[config.mk]
export PLATFORM = sky130hd
export DESIGN_NAME = tga_rle_pixel_decoder_unit
export DESIGN_NICKNAME = d
export VERILOG_FILES = /design/src/rtl/tga_pkg.sv /design/src/rtl/tga_rle_pixel_decoder_unit.sv /design/src/rtl/tga_front.sv /design/src/rtl/tga_evq.sv /design/src/rtl/tga_back.sv
export SDC_FILE = /design/constraint.sdc
export NUM_CORES = 1
export LEC_CHECK = 0
export BUFFER_PORTS_ARGS = -buffer_cell sky130_fd_sc_hd__buf_2
export CORE_MARGIN = 5
export CORE_UTILIZATION = 45
export CTS_CLUSTER_SIZE = 8
export DETAILED_ROUTE_END_ITERATION = 6
export MAX_ROUTING_LAYER = met4
export SLEW_MARGIN = 30
export SYNTH_ARGS = -nofsm -noshare
export SYNTH_HDL_FRONTEND = slang
export SYNTH_SLANG_ARGS = --single-unit
[constraint.sdc]
create_clock -name clk -period 5.9 [get_ports clk]
set_clock_uncertainty 0.1 [all_clocks]
set_input_delay 0.59 -clock clk [delete_from_list [all_inputs] [get_ports clk]]
set_output_delay 0.59 -clock clk [all_outputs]
set_load 0.02 [all_outputs]
[src/rtl/tga_pkg.sv]
// Shared types and constants of the TGA run-length pixel decoder.
package tga_pkg;

	localparam int MAX_BYTES_PER_PIXEL = 4;
	localparam int WORD_W = 8 * MAX_BYTES_PER_PIXEL;
	localparam int BPOS_W = (MAX_BYTES_PER_PIXEL > 1) ? $clog2(MAX_BYTES_PER_PIXEL) : 1;

	localparam int EVQ_DEPTH = 4;
	localparam int EVQ_PTR_W = $clog2(EVQ_DEPTH);
	localparam int EVQ_CNT_W = $clog2(EVQ_DEPTH + 1);

	localparam int OUTQ_DEPTH = 2;
	localparam int OUTQ_PTR_W = $clog2(OUTQ_DEPTH);
	localparam int OUTQ_CNT_W = $clog2(OUTQ_DEPTH + 1);

	localparam logic [7:0] RUN_FLAG = 8'h80;
	localparam logic [7:0] COUNT_MASK = 8'h7f;

	typedef enum logic [1:0] {
		CFG_BPP    = 2'd0,
		CFG_WIDTH  = 2'd1,
		CFG_HEIGHT = 2'd2
	} cfg_idx_t;

	typedef struct packed {
		logic [WORD_W-1:0] word;
		logic              is_run;
		logic [7:0]        count;
	} pix_evt_t;

	typedef struct packed {
		logic [31:0] pixel_value;
		logic [7:0]  run_length;
		logic [15:0] column_start;
		logic [15:0] row_index;
		logic        line_end;
		logic        image_end;
		logic        packet_error;
	} result_t;

endpackage

[src/rtl/tga_rle_pixel_decoder_unit.sv]
// Top level of the TGA run-length pixel decoder.
// Input: one byte of compressed pixel data per transfer (push while full is low).
// Output: one result per finished pixel or run; the oldest result is on the ports while
// empty is low and leaves on pop. Header bytes and partial pixel bytes give none.
// Config: cfg_index 0 = bytes per pixel, 1 = image width, 2 = image height;
// cfg_ready is always high. Write only while the decoder is idle.
// Throughput: one byte per cycle while full is low; the front end parses and assembles
// in the cycle a byte is taken, the back end retires one pixel per cycle while the
// result queue has room. A pixel passes the event queue, then the result queue.
// A 4-entry event queue decouples front and back; a 2-entry result queue holds
// finished results, so a stalled receiver backs up into full without loss.
// After a packet crosses a line end or the image is complete, later bytes are
// still taken but discarded until reset.
// Reset: registers return to 4 bytes per pixel, width 1, height 1; all queues
// empty; the decoder waits for a packet header.
module tga_rle_pixel_decoder_unit import tga_pkg::*; (
	input  logic        clk,
	input  logic        arst_n,
	input  logic        push,
	output logic        full,
	input  logic [7:0]  stream_byte,
	output logic        empty,
	input  logic        pop,
	output logic [31:0] pixel_value,
	output logic [7:0]  run_length,
	output logic [15:0] column_start,
	output logic [15:0] row_index,
	output logic        line_end,
	output logic        image_end,
	output logic        packet_error,
	input  logic        cfg_valid,
	output logic        cfg_ready,
	input  logic [1:0]  cfg_index,
	input  logic [15:0] cfg_data
);

	logic [2:0]  bpp_q;
	logic [15:0] width_q;
	logic [15:0] height_q;

	logic     ev_push;
	pix_evt_t ev_wr;
	logic     ev_full;
	logic     ev_pop;
	logic     ev_empty;
	pix_evt_t ev_rd;
	result_t  res;

	assign cfg_ready = 1'b1;
	assign full      = ev_full;

	always_ff @(posedge clk or negedge arst_n) begin
		if (!arst_n) begin
			bpp_q    <= 3'd4;
			width_q  <= 16'd1;
			height_q <= 16'd1;
		end else if (cfg_valid && cfg_ready) begin
			unique case (cfg_index)
				CFG_BPP:    bpp_q    <= cfg_data[2:0];
				CFG_WIDTH:  width_q  <= cfg_data;
				CFG_HEIGHT: height_q <= cfg_data;
				default:    ;
			endcase
		end
	end

	tga_front u_front (
		.clk             (clk),
		.arst_n          (arst_n),
		.push            (push),
		.evq_full        (ev_full),
		.stream_byte     (stream_byte),
		.bytes_per_pixel (bpp_q),
		.ev_push         (ev_push),
		.ev_data         (ev_wr)
	);

	tga_evq u_evq (
		.clk     (clk),
		.arst_n  (arst_n),
		.wr_en   (ev_push),
		.wr_data (ev_wr),
		.full    (ev_full),
		.rd_en   (ev_pop),
		.empty   (ev_empty),
		.rd_data (ev_rd)
	);

	tga_back u_back (
		.clk          (clk),
		.arst_n       (arst_n),
		.ev_empty     (ev_empty),
		.ev_data      (ev_rd),
		.ev_pop       (ev_pop),
		.image_width  (width_q),
		.image_height (height_q),
		.pop          (pop),
		.empty        (empty),
		.res          (res)
	);

	assign pixel_value  = res.pixel_value;
	assign run_length   = res.run_length;
	assign column_start = res.column_start;
	assign row_index    = res.row_index;
	assign line_end     = res.line_end;
	assign image_end    = res.image_end;
	assign packet_error = res.packet_error;

endmodule

[src/rtl/tga_front.sv]
// Front end: packet header parsing and little-endian pixel byte assembly.
module tga_front import tga_pkg::*; (
	input  logic             clk,
	input  logic             arst_n,
	input  logic             push,
	input  logic             evq_full,
	input  logic [7:0]       stream_byte,
	input  logic [2:0]       bytes_per_pixel,
	output logic             ev_push,
	output pix_evt_t         ev_data
);

	logic              hdr_q;
	logic              is_run_q;
	logic [7:0]        left_q;
	logic [BPOS_W-1:0] bpos_q;
	logic [WORD_W-1:0] word_q;

	logic              take;
	logic [2:0]        bpp_eff;
	logic              last_byte;
	logic [WORD_W-1:0] word_new;
	logic [7:0]        left_dec;

	always_comb begin
		if (bytes_per_pixel == 3'd0) begin
			bpp_eff = 3'd1;
		end else if (bytes_per_pixel > 3'(MAX_BYTES_PER_PIXEL)) begin
			bpp_eff = 3'(MAX_BYTES_PER_PIXEL);
		end else begin
			bpp_eff = bytes_per_pixel;
		end
	end

	assign take      = push && !evq_full;
	assign last_byte = (3'(bpos_q) + 3'd1) >= bpp_eff;
	assign word_new  = word_q | (WORD_W'(stream_byte) << {bpos_q, 3'b000});
	assign left_dec  = left_q - 8'd1;

	assign ev_push        = take && !hdr_q && last_byte;
	assign ev_data.word   = word_new;
	assign ev_data.is_run = is_run_q;
	assign ev_data.count  = left_q;

	always_ff @(posedge clk or negedge arst_n) begin
		if (!arst_n) begin
			hdr_q    <= 1'b1;
			is_run_q <= 1'b0;
			left_q   <= '0;
			bpos_q   <= '0;
			word_q   <= '0;
		end else if (take) begin
			if (hdr_q) begin
				is_run_q <= (stream_byte & RUN_FLAG) != 8'd0;
				left_q   <= (stream_byte & COUNT_MASK) + 8'd1;
				hdr_q    <= 1'b0;
				bpos_q   <= '0;
				word_q   <= '0;
			end else if (!last_byte) begin
				word_q <= word_new;
				bpos_q <= bpos_q + 1'b1;
			end else begin
				word_q <= '0;
				bpos_q <= '0;
				if (is_run_q) begin
					left_q <= '0;
					hdr_q  <= 1'b1;
				end else begin
					left_q <= left_dec;
					hdr_q  <= (left_dec == 8'd0);
				end
			end
		end
	end

endmodule

[src/rtl/tga_evq.sv]
// Pixel event queue between the front end and the back end.
module tga_evq import tga_pkg::*; (
	input  logic     clk,
	input  logic     arst_n,
	input  logic     wr_en,
	input  pix_evt_t wr_data,
	output logic     full,
	input  logic     rd_en,
	output logic     empty,
	output pix_evt_t rd_data
);

	pix_evt_t               mem_q [EVQ_DEPTH];
	logic [EVQ_PTR_W-1:0]   wr_ptr_q;
	logic [EVQ_PTR_W-1:0]   rd_ptr_q;
	logic [EVQ_CNT_W-1:0]   cnt_q;

	assign full    = cnt_q == EVQ_CNT_W'(EVQ_DEPTH);
	assign empty   = cnt_q == '0;
	assign rd_data = mem_q[rd_ptr_q];

	always_ff @(posedge clk) begin
		if (wr_en) begin
			mem_q[wr_ptr_q] <= wr_data;
		end
	end

	always_ff @(posedge clk or negedge arst_n) begin
		if (!arst_n) begin
			wr_ptr_q <= '0;
			rd_ptr_q <= '0;
			cnt_q    <= '0;
		end else begin
			if (wr_en) begin
				wr_ptr_q <= wr_ptr_q + 1'b1;
			end
			if (rd_en) begin
				rd_ptr_q <= rd_ptr_q + 1'b1;
			end
			cnt_q <= cnt_q + EVQ_CNT_W'(wr_en) - EVQ_CNT_W'(rd_en);
		end
	end

endmodule

[src/rtl/tga_back.sv]
// Back end: column and line tracking, run clipping, and the result queue.
module tga_back import tga_pkg::*; (
	input  logic        clk,
	input  logic        arst_n,
	input  logic        ev_empty,
	input  pix_evt_t    ev_data,
	output logic        ev_pop,
	input  logic [15:0] image_width,
	input  logic [15:0] image_height,
	input  logic        pop,
	output logic        empty,
	output result_t     res
);

	logic [15:0]           col_q;
	logic [15:0]           line_q;
	logic                  halted_q;
	result_t               oq_q [OUTQ_DEPTH];
	logic [OUTQ_PTR_W-1:0] oq_wr_q;
	logic [OUTQ_PTR_W-1:0] oq_rd_q;
	logic [OUTQ_CNT_W-1:0] oq_cnt_q;

	logic        oq_full;
	logic        oq_push;
	logic        oq_pop;
	logic [15:0] w;
	logic [15:0] h;
	logic [15:0] remaining;
	logic [7:0]  run;
	logic        err;
	logic        lend;
	logic        iend;
	result_t     res_new;

	assign oq_full = oq_cnt_q == OUTQ_CNT_W'(OUTQ_DEPTH);
	assign empty   = oq_cnt_q == '0;
	assign res     = oq_q[oq_rd_q];
	assign oq_pop  = pop && !empty;
	assign ev_pop  = !ev_empty && (halted_q || !oq_full);
	assign oq_push = ev_pop && !halted_q;

	always_comb begin
		w         = (image_width == 16'd0) ? 16'd1 : image_width;
		h         = (image_height == 16'd0) ? 16'd1 : image_height;
		remaining = (col_q < w) ? (w - col_q) : 16'd1;
		if (ev_data.is_run) begin
			if (16'(ev_data.count) > remaining) begin
				run = remaining[7:0];
				err = 1'b1;
			end else begin
				run = ev_data.count;
				err = 1'b0;
			end
		end else begin
			run = 8'd1;
			err = (remaining == 16'd1) && (ev_data.count != 8'd1);
		end
		lend = 16'(run) == remaining;
		iend = lend && (({1'b0, line_q} + 17'd1) >= {1'b0, h});
		res_new.pixel_value  = 32'(ev_data.word);
		res_new.run_length   = run;
		res_new.column_start = col_q;
		res_new.row_index    = h - line_q - 16'd1;
		res_new.line_end     = lend;
		res_new.image_end    = iend;
		res_new.packet_error = err;
	end

	always_ff @(posedge clk) begin
		if (oq_push) begin
			oq_q[oq_wr_q] <= res_new;
		end
	end

	always_ff @(posedge clk or negedge arst_n) begin
		if (!arst_n) begin
			col_q    <= '0;
			line_q   <= '0;
			halted_q <= 1'b0;
			oq_wr_q  <= '0;
			oq_rd_q  <= '0;
			oq_cnt_q <= '0;
		end else begin
			if (oq_push) begin
				if (lend) begin
					col_q  <= '0;
					line_q <= line_q + 16'd1;
				end else begin
					col_q <= col_q + 16'(run);
				end
				if (err || iend) begin
					halted_q <= 1'b1;
				end
				oq_wr_q <= oq_wr_q + 1'b1;
			end
			if (oq_pop) begin
				oq_rd_q <= oq_rd_q + 1'b1;
			end
			oq_cnt_q <= oq_cnt_q + OUTQ_CNT_W'(oq_push) - OUTQ_CNT_W'(oq_pop);
		end
	end

endmodule

==> insert_results.sql <==
INSERT INTO impl_metrics (metric_group, metric, value, unit) VALUES
('sta', 'max-slew-margin-rel', '0.349', ''),
('grt', 'global_route_wire_length_before_repair', '73900', 'µm'),
('yosys', 'asyncSetResetFlopFracSynth', '0.281', ''),
('final_layout', 'layout_common_cells', '314 x sky130_fd_sc_hd__edfxtp_1, 116 x sky130_fd_sc_hd__dfrtp_1, 112 x sky130_fd_sc_hd__mux2_2, 106 x sky130_fd_sc_hd__buf_2, 88 x sky130_fd_sc_hd__buf_4', ''),
('floorplan', 'io-pin-count', '109', ''),
('grt', 'overflow', '0', ''),
('yosys', 'yosysWarningCount', '0', ''),
('sta', 'final_critical_path_setup_slack', '0.170', 'ns'),
('worst_setup_path', 'critical_path_peak_fanout', '5', ''),
('cts', 'cts.clk_slew.worst_paths', '0.05', 'ns'),
('sta', 'max_freq', '175', 'MHz'),
('worst_setup_path', 'slowest_delay', '0.39', 'ns'),
('yosys', 'synth.ff_latch_count', '437', ''),
('floorplan', 'die_width', '223', 'µm'),
('placed_design', 'hpwl_reported_at_the_end_of_detailed_placement', '32000', 'µm'),
('drt', 'drtPass1Iterations', '4', ''),
('cts', 'clock_sink_count', '437', ''),
('worst_setup_path', 'crit_type', 'reg2reg', ''),
('yosys', 'dominantRegCellSynth', 'sky130_fd_sc_hd__edfxtp_1', ''),
('yosys', 'synth-seq-area-share', '0.615', ''),
('floorplan', 'effective_utilization_at_floorplan', '0.452', ''),
('placed_design', 'placement.cell_area', '22000', 'µm²'),
('worst_setup_path', 'endpoint_kind', 'flip-flop', ''),
('cts', 'ctsHtreeMaxLevel', '2', ''),
('worst_setup_path', 'critical_path.slowest_cell', 'sky130_fd_sc_hd__dfrtp_1', ''),
('floorplan', 'rows', '78', ''),
('floorplan', 'die_h', '223', 'µm'),
('grt', 'maximum_number_of_pins_on_one_net_before_global_route_repair', '57', ''),
('sta', 'timing.final.hold_violations', '0', ''),
('placed_design', 'pre_cts_slack', '-0.254', 'ns'),
('sta', 'fin_crit', '5.73', 'ns'),
('worst_setup_path', 'cp.required', '6.28', 'ns'),
('drt', 'via_per_inst', '5.39', ''),
('yosys', 'synth_area_per_cell', '13.9', 'µm²'),
('status', 'status', 'completed', ''),
('grt', 'total_routing_resource_utilization_after_global_routing', '0.194', ''),
('power', 'total_leakage_power', '9.42', 'nW'),
('sta', 'grt_setup_unrepaired', 'yes', ''),
('final_layout', 'antennaDiodeCount', '0', ''),
('final_layout', 'fraction_of_layout_instances_using_a_drive_strength_above_1', '0.286', ''),
('placed_design', 'gpl.final_weighted_congestion', '0.885', ''),
('cts', 'cts-buffers-inserted', '61', ''),
('yosys', 'netlist-cell-type-count', '82', ''),
('grt', 'grt_pass1_vias', '13200', ''),
('floorplan', 'floorplan.core_area', '45100', 'µm²'),
('final_layout', 'layout_commonest_cell', 'sky130_fd_sc_hd__edfxtp_1', ''),
('placed_design', 'portBuffers', '107', ''),
('yosys', 'number_of_enable_flip_flop_cells_after_synthesis', '314', ''),
('final_layout', 'area_growth_syn_to_layout', '17.8', '%'),
('grt', 'grt_antenna_before_repair', '0', ''),
('drt', 'detailroute.via_count', '12400', ''),
('yosys', 'synthesis.nets', '1580', ''),
('sta', 'pins_over_their_slew_limit', '0', ''),
('worst_setup_path', 'crit_arrival', '6.11', 'ns'),
('worst_setup_path', 'timing.critical_path.mode_cell', 'sky130_fd_sc_hd__a21o_1', ''),
('hold_path', 'hold_path.class', 'in2reg', ''),
('sta', 'worst-slew-pin-transition', '0.969', 'ns'),
('final_layout', 'fillCellCount', '3826', ''),
('drt', 'route.detailed.wl_per_inst', '20.5', 'µm'),
('final_layout', 'fin_nets', '1754', ''),
('sta', 'final_min_period_over_clock_period', '0.971', ''),
('yosys', 'postSynthCellCount', '1466', ''),
('cts', 'clock_tree_from_tritoncts', 'yes', ''),
('drt', 'wl', '47000', 'µm'),
('cts', 'cts-root-buf', 'sky130_fd_sc_hd__clkbuf_16', ''),
('drt', 'detail_route.iter0.violations', '740', ''),
('power', 'p_per_area', '553', 'nW/µm²'),
('worst_setup_path', 'setup.worst_path.start_class', 'flip-flop', ''),
('flow_run', 'cap_viol_max_count', '0', ''),
('final_layout', 'design_area', '24000', 'µm²'),
('drt', 'residual_drc_count', '0', ''),
('power', 'vdd_drop_max', '0.334', 'mV'),
('cts', 'cts-root-to-sink-buffers', '3', ''),
('floorplan', 'floorplan.die_area', '49600', 'µm²'),
('sta', 'setup_total_negative_slack', '0', 'ns'),
('yosys', 'syn-cell-area', '20400', 'µm²'),
('drt', 'antenna_left', '0', ''),
('sta', 'setup_viol', '0', ''),
('cts', 'clk-insertion-delay-late', '0.62', 'ns');
-- critical path, delay by kind of cell (launching register included) --
kind / cells / cell delay [ns]
simple gates: 6 / 0.52
compound gates: 16 / 2.73
buf+inv: 3 / 0.24
flops: 1 / 0.39
fa+ha+maj: 5 / 1.26
xor+xnor: 1 / 0.12
mux: 1 / 0.20
-- synthesized netlist by cell type, types with 4 or more instances --
master / number / area share
sky130_fd_sc_hd__a211oi_1: 7 / 0.0026
sky130_fd_sc_hd__a21o_1: 57 / 0.021
sky130_fd_sc_hd__a21oi_1: 77 / 0.019
sky130_fd_sc_hd__a22oi_1: 5 / 0.0018
sky130_fd_sc_hd__a31oi_1: 6 / 0.0018
sky130_fd_sc_hd__and2_1: 8 / 0.0025
sky130_fd_sc_hd__and3_1: 18 / 0.0055
sky130_fd_sc_hd__buf_1: 9 / 0.0017
sky130_fd_sc_hd__buf_2: 4 / 0.00098
sky130_fd_sc_hd__buf_6: 5 / 0.0028
sky130_fd_sc_hd__clkbuf_1: 65 / 0.012
sky130_fd_sc_hd__dfrtp_1: 119 / 0.15
sky130_fd_sc_hd__dfstp_2: 4 / 0.0052
sky130_fd_sc_hd__edfxtp_1: 314 / 0.46
sky130_fd_sc_hd__fa_1: 4 / 0.0039
sky130_fd_sc_hd__ha_1: 79 / 0.049
sky130_fd_sc_hd__inv_1: 78 / 0.014
sky130_fd_sc_hd__mux2_2: 112 / 0.062
sky130_fd_sc_hd__mux2i_1: 8 / 0.0039
sky130_fd_sc_hd__mux4_2: 40 / 0.044
sky130_fd_sc_hd__nand2_1: 61 / 0.011
sky130_fd_sc_hd__nand2b_1: 7 / 0.0022
sky130_fd_sc_hd__nand3_1: 25 / 0.0061
sky130_fd_sc_hd__nand4_1: 10 / 0.0031
sky130_fd_sc_hd__nor2_1: 91 / 0.017
sky130_fd_sc_hd__nor2b_1: 7 / 0.0022
sky130_fd_sc_hd__nor3_1: 19 / 0.0047
sky130_fd_sc_hd__nor3b_1: 4 / 0.0015
sky130_fd_sc_hd__nor4_1: 13 / 0.0040
sky130_fd_sc_hd__o21a_1: 8 / 0.0029
sky130_fd_sc_hd__o21ai_0: 23 / 0.0057
sky130_fd_sc_hd__o21bai_1: 4 / 0.0015
sky130_fd_sc_hd__o221ai_1: 4 / 0.0017
sky130_fd_sc_hd__o22ai_1: 12 / 0.0037
sky130_fd_sc_hd__o31ai_1: 5 / 0.0018
sky130_fd_sc_hd__or2_2: 5 / 0.0015
sky130_fd_sc_hd__or3_1: 7 / 0.0022
sky130_fd_sc_hd__or4_1: 4 / 0.0015
sky130_fd_sc_hd__xnor2_1: 63 / 0.027
sky130_fd_sc_hd__xor2_1: 16 / 0.0069
-- state kept, by name, summed over array words and instances, names as in the netlist, 8 cells and up --
signal	count
u_evq.mem_q	164
u_back.oq_q	150
u_front.word_q	32
height_q	16
u_back.col_q	16
u_back.line_q	16
width_q	16
u_front.left_q	8
-- repair_timing --
action / CTS / global route
setup endpoints to repair: 8 / 10
hold buffers: 1 / 0
hold endpoints to repair: 53 / 0
buffers inserted: 2 / 5
pin swaps: 6 / 18
gates resized for setup: 8 / 24
-- final timing paths --
check | start | to | slack (ns) | cells after the start
setup / recovery | width_q[8]$_DFFE_PN0P_ | u_back.col_q[12]$_DFFE_PN0P_ | 0.17 | 32
hold / removal | cfg_data[8] | height_q[8]$_DFFE_PN0P_ | 0.14 | 2
setup reg to reg | width_q[8]$_DFFE_PN0P_ | u_back.col_q[12]$_DFFE_PN0P_ | 0.17 | 32
hold reg to reg | u_back.oq_cnt_q[1]$_DFF_PN0_ | u_back.oq_cnt_q[1]$_DFF_PN0_ | 0.39 | 1
max in group asynchronous | arst_n | u_back.col_q[1]$_DFFE_PN0P_ | 4.04 | 3
min in group asynchronous | arst_n | u_front.word_q[16]$_DFFE_PN0P_ | 0.48 | 2
-- logic make-up (layout without fill, tap and decap cells) --
family | after synthesis | in the layout | synth area share
flops | 437 | 437 | 0.615
simple gates | 295 | 295 | 0.0725
compound gates | 242 | 242 | 0.0804
buf+inv | 165 | 392 | 0.0329
mux | 161 | 161 | 0.111
fa+ha+maj | 83 | 83 | 0.0525
xor+xnor | 82 | 82 | 0.0364
other cells | 1 | 1 | 0.000184
-- power breakdown --
part,internal (mW),switching [mW]
clock,1.99,1.28
sequential,4.25,0.374
combinational,2.33,3.05
total,8.57,4.70
-- final cells by class --
cell class / instances / area [µm²] / area share
Multi-Input combinational cell: 864 / 7380 / 0.308
Sequential cell: 437 / 12500 / 0.522
Clock buffer: 111 / 1710 / 0.0715
Inverter: 80 / 300 / 0.0125
Tap cell: 600 / 751 / 0.0313
Timing Repair Buffer: 196 / 1210 / 0.0505
Clock inverter: 5 / 111 / 0.00464
-- per-stage QoR --
step	utilization	cells	power, mW	hold WS, ns
2_1_floorplan	-	1466	8.12	0.194
3_3_place_gp	0.487	2170	9.76	0.378
3_5_place_dp	0.487	2170	9.85	0.386
4_1_cts	0.529	2289	13.3	0.108
5_1_grt	0.532	2293	14.1	0.124
6_report	0.532	2293	13.3	0.145
-- metal layers --
metal  vias up  global-route usage  share of wire
met5         -                   -              0
met4         0              0.0607          0.026
met3        80              0.0316          0.038
met2       242               0.334           0.51
met1      6226               0.238           0.43
li1       5819                   -              -
No activity file was read; power rests on OpenSTA's default activity.
